--- src/rtl/core/four_state_vector_alu_defines.svh ---
// Assertion macros for the RTL file that carries checks.
`ifndef FOUR_STATE_VECTOR_ALU_DEFINES_SVH
`define FOUR_STATE_VECTOR_ALU_DEFINES_SVH

// Same-cycle implication, checked outside reset.
`define FSVA_ASSERT_NOW(lbl, ante, cons, msg) \
    lbl: assert property (@(posedge i_clk) disable iff (!i_rst_n) (ante) |-> (cons)) \
        else $error(msg);

// Next-cycle implication, checked outside reset.
`define FSVA_ASSERT_NEXT(lbl, ante, cons, msg) \
    lbl: assert property (@(posedge i_clk) disable iff (!i_rst_n) (ante) |=> (cons)) \
        else $error(msg);

`endif

--- src/rtl/core/fsva_pkg.sv ---
package fsva_pkg;

    localparam int IDX_W = 12;
    localparam int CNT_W = 12;
    localparam int VAL_W = 2;
    localparam int FUNC_W = 5;

    // Four-state codes.
    localparam logic [VAL_W-1:0] V0 = 2'd0;
    localparam logic [VAL_W-1:0] V1 = 2'd1;
    localparam logic [VAL_W-1:0] VX = 2'd2;
    localparam logic [VAL_W-1:0] VZ = 2'd3;

    // Number of fixed constant entries, and the compare flag locations.
    localparam int NUM_CONST = 4;
    localparam int BIT_EQ = 4;
    localparam int BIT_LT = 5;
    localparam int BIT_EEQ = 6;

    typedef enum logic [FUNC_W-1:0] {
        F_AND    = 5'd0,
        F_OR     = 5'd1,
        F_XOR    = 5'd2,
        F_XNOR   = 5'd3,
        F_INV    = 5'd4,
        F_ADD    = 5'd5,
        F_CMPS   = 5'd6,
        F_CMPU   = 5'd7,
        F_CMPX   = 5'd8,
        F_CMPZ   = 5'd9,
        F_MOV    = 5'd10,
        F_NORR   = 5'd11,
        F_LOAD   = 5'd12,
        F_EMIT   = 5'd13,
        F_JMP0   = 5'd14,
        F_JMP0XZ = 5'd15,
        F_JMP1   = 5'd16
    } t_func;

    // One classified instruction as it travels from the front to the back.
    typedef struct packed {
        logic [FUNC_W-1:0] func;
        logic [IDX_W-1:0]  dst;
        logic [IDX_W-1:0]  src;
        logic [CNT_W-1:0]  cnt;
        logic [VAL_W-1:0]  lval;
        logic              known;
        logic              err;
    } t_op;

    typedef enum logic [2:0] {
        S_CLEAR,
        S_IDLE,
        S_READ,
        S_EXEC,
        S_SUM,
        S_WADD,
        S_WCMP,
        S_DONE
    } t_bstate;

    // Two-input four-state logic; op selects and, or, xor, xnor.
    function automatic logic [VAL_W-1:0] logic2(input logic [1:0] op,
                                                 input logic [VAL_W-1:0] l,
                                                 input logic [VAL_W-1:0] r);
        logic known;
        logic [VAL_W-1:0] res;
        known = !l[1] && !r[1];
        case (op)
            2'd0: begin
                if (l == V0 || r == V0) res = V0;
                else res = (l == V1 && r == V1) ? V1 : VX;
            end
            2'd1: begin
                if (l == V1 || r == V1) res = V1;
                else res = (l == V0 && r == V0) ? V0 : VX;
            end
            2'd2: res = known ? {1'b0, l[0] ^ r[0]} : VX;
            default: res = known ? {1'b0, ~(l[0] ^ r[0])} : VX;
        endcase
        return res;
    endfunction

endpackage

--- src/rtl/core/fsva_if.sv ---
// Instruction channel.
interface fsva_in_if;
    import fsva_pkg::*;
    logic              valid;
    logic              ready;
    logic [FUNC_W-1:0] func;
    logic [IDX_W-1:0]  dst_index;
    logic [IDX_W-1:0]  src_index;
    logic [CNT_W-1:0]  count;
    logic [VAL_W-1:0]  load_value;
    modport source (output valid, func, dst_index, src_index, count, load_value,
                    input ready);
    modport sink (input valid, func, dst_index, src_index, count, load_value,
                  output ready);
endinterface


--- src/rtl/core/fsva_front.sv ---
module fsva_front #(
    parameter int STORE_DEPTH = 4096,
    parameter int ADD_WIDTH = 64
) (
    fsva_in_if.sink        i_in,
    output fsva_pkg::t_op  o_op,
    output logic           o_valid,
    input  logic           i_ready
);
    import fsva_pkg::*;

    localparam int AW = $clog2(STORE_DEPTH);
    localparam int XW = (AW > 13) ? AW : 13;

    function automatic logic span_ok(input logic [IDX_W-1:0] base,
                                     input logic [CNT_W-1:0] n);
        logic [XW:0] b;
        logic [XW:0] last;
        b = (XW+1)'(base);
        last = b + (XW+1)'(n) - (XW+1)'(1);
        if (b >= (XW+1)'(STORE_DEPTH)) return 1'b0;
        if (n == '0 || base < IDX_W'(NUM_CONST)) return 1'b1;
        return last < (XW+1)'(STORE_DEPTH);
    endfunction

    logic w_dst_low;
    logic w_dok;
    logic w_sok;
    logic w_dok1;
    logic w_sok1;

    assign w_dst_low = i_in.dst_index < IDX_W'(NUM_CONST);
    assign w_dok = span_ok(i_in.dst_index, i_in.count);
    assign w_sok = span_ok(i_in.src_index, i_in.count);
    assign w_dok1 = span_ok(i_in.dst_index, CNT_W'(1));
    assign w_sok1 = span_ok(i_in.src_index, CNT_W'(1));

    always_comb begin
        o_op.func = i_in.func;
        o_op.dst = i_in.dst_index;
        o_op.src = i_in.src_index;
        o_op.cnt = i_in.count;
        o_op.lval = i_in.load_value;
        o_op.known = 1'b1;
        o_op.err = 1'b0;
        case (i_in.func)
            F_AND, F_OR, F_XOR, F_XNOR, F_MOV: o_op.err = w_dst_low || !w_dok || !w_sok;
            F_INV: o_op.err = w_dst_low || !w_dok;
            F_ADD: o_op.err = w_dst_low || !w_dok || !w_sok ||
                              (i_in.count > CNT_W'(ADD_WIDTH));
            F_CMPS, F_CMPU, F_CMPX, F_CMPZ: o_op.err = !w_dok || !w_sok;
            F_NORR: o_op.err = w_dst_low || !w_dok1 || !w_sok;
            F_LOAD: o_op.err = w_dst_low || !w_dok1;
            F_EMIT, F_JMP0, F_JMP0XZ, F_JMP1: o_op.err = !w_sok1;
            default: o_op.known = 1'b0;
        endcase
    end

    assign o_valid = i_in.valid;
    assign i_in.ready = i_ready;

endmodule

--- src/flat_wrapper.sv ---
// flat-port wrapper written by rule: the top's interface ports become plain ports
module fsva_front_flat import fsva_pkg::*;
#(
    parameter int STORE_DEPTH = 4096,
    parameter int ADD_WIDTH = 64
)
  (o_op, o_valid, i_ready, i_in_valid, i_in_func, i_in_dst_index, i_in_src_index, i_in_count, i_in_load_value, i_in_ready);
  fsva_in_if i_in_i ();
  output fsva_pkg::t_op o_op;
  output logic o_valid;
  input  logic i_ready;
  input wire logic [$bits(i_in_i.valid)-1:0] i_in_valid;
  input wire logic [$bits(i_in_i.func)-1:0] i_in_func;
  input wire logic [$bits(i_in_i.dst_index)-1:0] i_in_dst_index;
  input wire logic [$bits(i_in_i.src_index)-1:0] i_in_src_index;
  input wire logic [$bits(i_in_i.count)-1:0] i_in_count;
  input wire logic [$bits(i_in_i.load_value)-1:0] i_in_load_value;
  output wire logic [$bits(i_in_i.ready)-1:0] i_in_ready;
  assign i_in_i.valid = i_in_valid;
  assign i_in_i.func = i_in_func;
  assign i_in_i.dst_index = i_in_dst_index;
  assign i_in_i.src_index = i_in_src_index;
  assign i_in_i.count = i_in_count;
  assign i_in_i.load_value = i_in_load_value;
  assign i_in_ready = i_in_i.ready;
  fsva_front #(.STORE_DEPTH(STORE_DEPTH), .ADD_WIDTH(ADD_WIDTH)) u_core (.i_in(i_in_i), .o_op(o_op), .o_valid(o_valid), .i_ready(i_ready));
endmodule
--- config.mk ---
export PLATFORM = sky130hd
export DESIGN_NAME = fsva_front_flat
export DESIGN_NICKNAME = d
export VERILOG_FILES = /design/src/rtl/core/four_state_vector_alu_defines.svh /design/src/rtl/core/fsva_pkg.sv /design/src/rtl/core/fsva_if.sv /design/src/rtl/core/fsva_front.sv /design/src/flat_wrapper.sv
export SDC_FILE = /design/constraint.sdc
export NUM_CORES = 1
export LEC_CHECK = 0
export BUFFER_PORTS_ARGS = -buffer_cell sky130_fd_sc_hd__clkbuf_2
export CORE_ASPECT_RATIO = 1.5
export CORE_MARGIN = 1
export CORE_UTILIZATION = 40
export DETAILED_ROUTE_END_ITERATION = 12
export PLACE_DENSITY = 0.8
export SYNTH_ARGS = -nofsm -noshare
export SYNTH_HDL_FRONTEND = slang
export SYNTH_SLANG_ARGS = --single-unit
--- constraint.sdc ---
create_clock -name vclk -period 3.5
set_clock_uncertainty 0.1 [all_clocks]
set_input_delay 0.35 -clock vclk [all_inputs]
set_output_delay 0.35 -clock vclk [all_outputs]
set_load 0.03 [all_outputs]
== Yosys cells after proc, flatten, opt, wreduce, memory -nomap -nowiden ==
Cells that the tools add are included.

* Register bits: 0
* Input bits: 45
* Output and inout port bits: 47

* Add/sub/neg operators: 8
* $lt $le $gt $ge: 7
* Equality and inequality tests: 16
* Muxes and demuxes: 14
* Reductions and logical operators: 18

{| class="wikitable"
|+ Operators with widths
! kind !! number
|-
| $lt 14x13->1 const B || 4
|-
| $sub 14x1->14 const B || 4
|-
| $eq 5x4->1 const B || 8
|-
| $add 12x1->13 const B || 2
|-
| $add 12x12->13 || 2
|-
| $lt 12x3->1 const B || 2
|-
| $eq 5x3->1 const B || 4
|-
| $reduce_or 17->1 || 1
|-
| $mux 1 || 13
|-
| $gt 12x7->1 const B || 1
|-
| $logic_not 12->1 || 1
|-
| $eq 5x2->1 const B || 2
|-
| $logic_or 1x1->1 || 8
|-
| $reduce_or 4->1 || 2
|-
| $pmux 1 s7 || 1
|-
| $eq 5x1->1 const B || 1
|-
| $eq 5x5->1 const B || 1
|-
| $logic_not 5->1 || 1
|-
| $reduce_or 5->1 || 1
|-
| $logic_not 1->1 || 4
|}

== Longest topological paths before layout ==
* Depth in word-level cells: 9
* Gate-level depth with buffers: 11
* Gate-level depth less buffers: 11

== Worst setup path before layout ==
Ideal clock, no wire load.

* Path kind: input to output
* From: in i_in_count[0]
* To: out o_op[0] (netlist name)
* Data arrival time: 3.015 ns
* Required time: 3.050 ns
* Slack: 0.035 ns
* Stages on the path: 10
* Path buffers: 0
* Cells stage by stage: ha_1 > fa_1 > xnor2_2 > o221ai_2 > or4_1 > a2111oi_1 > nand3_1 > nor3_2 > xor2_1 > o221ai_1

{| class="wikitable"
|+ RTL lines
! element !! line !! source
|-
| from (decl) || flat_wrapper.sv:16 || <nowiki>input wire logic [$bits(i_in_i.count)-1:0] i_in_count;</nowiki>
|-
| to (decl) || flat_wrapper.sv:9 || <nowiki>output fsva_pkg::t_op o_op;</nowiki>
|}

==> results.cfg <==
[layout]
nets = 436
insertedDiodeCount = 0
sequential_cell_total = 0
drive_above_1_share = 0.363
finalNonFillerCells = 429
n_clock_buffer = 0
layout-area-overhead-vs-synth_pct = 19.0
num-fill-cells = 515
layout.area.seq_sq_um = 0

[yosys]
yosysSeqAreaShare = 0
synth_area_leader_cell = sky130_fd_sc_hd__buf_4
mappedNetlistNets = 382
yosys.cell_count.top_type = sky130_fd_sc_hd__buf_4
netlist_instances = 309
netlist.area_leader.share = 0.160
ys_warn_count = 0
synthTopCellsByCount = sky130_fd_sc_hd__buf_4, sky130_fd_sc_hd__ha_1, sky130_fd_sc_hd__o21ai_0
synth.top_cells.by_area = sky130_fd_sc_hd__buf_4, sky130_fd_sc_hd__ha_1, sky130_fd_sc_hd__o21ai_0
synth.distinct_cells = 65
syn-cell-area_sq_um = 2160
synth.avg_cell_area_sq_um = 6.98

[timing]
post-route-min-period_ns = 3.37
tightest_slew_ns = 0.481
hold_ws_ns = 0.600
fmax_mhz = 297
timing.max_slew.rel_slack = 0.676
final.setup.tns_ns = 0
timing.final.max_slew_violations = 0
hold_viol_final = 0
setup_violations = 0
finalCritPeriodShare = 0.963
setup_slack_of_the_critical_path_after_layout_ns = 0.130

[placed_design]
gpl.final_weighted_congestion = 0.968
number_of_input_and_output_port_buffers_inserted = 84
placedCellCount = 429
place_worst_setup_slack_ns = -0.117
place_hpwl_microns = 5350

[hold_path]
worst_min_delay_path_category = primary input to output port

[routing]
drt_first_pass_iters = 4
vias_per_cell = 5.86
post-route-drc-count = 0
ant_nets = 0
vias = 2515
routedWlPerCell_microns = 15.2
postRouteWirelength_microns = 6520
drtIter0Drc = 105

[power_and_ir_drop]
powerDensity_nw_per_um2 = 170
total_leakage_power_nw = 1.13
max-vdd-ir-drop_mv = 0.0724

[grt]
grt_antenna_before_repair = 0
grt_pass1_wl_microns = 10300
globalRouteTotalUtil = 0.229
grt_overflow_total = 0
grt_start_max_net_pins = 11
first_global_vias = 2330

[die]
die_height_microns = 91.9
floorplan.die.width_microns = 61.9
floorplan.initialDensity = 0.417
coreArea_sq_um = 5160
num_rows = 32
design.die.area_sq_um = 5690
design.portCount = 92

[setup_path]
most_numerous_cell_on_the_critical_path = sky130_fd_sc_hd__buf_4
critical_path.slowest_cell = sky130_fd_sc_hd__fa_2
timing.critical_path.slowest_cell_delay_ns = 0.39
critPathRequiredTime_ns = 3.05
critical_path.startpoint_type = primary input
path_cells = clkbuf_2, ha_2, fa_2, buf_4, a211oi_2, o21ai_1, and2_1, a2111oi_4, o311ai_2, nor3_2, xor2_1, o221ai_1, buf_4
critPathCaptureType = output port
arrival_ns = 2.92
timing_worst_setup_path_type = primary input to output port
largest_fanout_on_the_critical_path = 2

[status]
run_status = complete, no violations

[run]
max-cap-violations = 0

[cts]
post_cts_hold_buffer_count = 0
cts_setup_buffers = 0
-- per-layer routing --
layer / part of all wire / up-vias / wire, microns / global-route usage
met3: 0.037 / 16 / 239 / 0.0183
met2: 0.55 / 77 / 3560 / 0.415
met4: 0.023 / 0 / 153 / 0.0852
met1: 0.39 / 1163 / 2560 / 0.261
met5: 0 / - / 0 / 0
li1: - / 1259 / - / -
-- layout make-up --
type               instances  area, sq um  area share
inverters                 12         45.0      0.0176
multi-input cells        250         1900       0.739
repair buffers            99          539       0.210
well taps                 68         85.1      0.0332
-- per-stage QoR --
stage	util	total power [W]	cell area [sq um]
6_report	0.497	0.000435	2560
5_1_grt	0.497	0.000476	2560
4_1_cts	0.471	0.000402	2430
3_5_place_dp	0.469	0.000398	2420
3_3_place_gp	0.469	0.000392	2420
2_1_floorplan	-	0.000306	2160
-- layout by cell type (no fill, tap or decap), types with 12 or more instances in the layout --
master                     instances
sky130_fd_sc_hd__a21oi_1          17
sky130_fd_sc_hd__buf_4            15
sky130_fd_sc_hd__clkbuf_2         83
sky130_fd_sc_hd__ha_1             24
sky130_fd_sc_hd__inv_1            12
sky130_fd_sc_hd__nand2_1          17
sky130_fd_sc_hd__nand3_1          12
sky130_fd_sc_hd__nor2_1           21
sky130_fd_sc_hd__nor3_1           14
sky130_fd_sc_hd__o21ai_0          22
-- critical path, delay by kind of cell --
family / cells / cell delay [ns]
AO/OA/AOI/OAI: 5 / 0.93
XOR/XNOR: 1 / 0.17
adder cells (fa/ha/maj): 2 / 0.59
buffers and inverters: 3 / 0.45
AND/OR/NAND/NOR: 2 / 0.42
-- logic make-up after synthesis --
kind of cell             Yosys count  synth area share
AO/OA/AOI/OAI                     93             0.292
XOR/XNOR                           8            0.0360
adder cells (fa/ha/maj)           28             0.169
buffers and inverters             59             0.183
multiplexers                       5            0.0238
AND/OR/NAND/NOR                  116             0.296
-- timing repair --
action | CTS | global route
pin swaps | 1 | 14
endpoints found under the setup margin | 1 | 1
resized for setup | 3 | 25
endpoints found under the hold margin | 0 | 0
-- final timing paths --
| check | slack (ns) | cells past startpoint | start | end |
|---|---|---|---|---|
| worst max-delay path | 0.13 | 13 | i_in_count[0] | o_op[0] |
| worst min-delay path | 0.60 | 0 | i_in_load_value[1] | o_op[3] |
-- power breakdown --
part / switching (W) / total (W) / internal (W)
logic: 0.000265 / 0.000435 / 0.000170
registers: 0 / 0 / 0
clock network: 0 / 0 / 0
total: 0.000265 / 0.000435 / 0.000170
(Power assumes the default switching activity.)
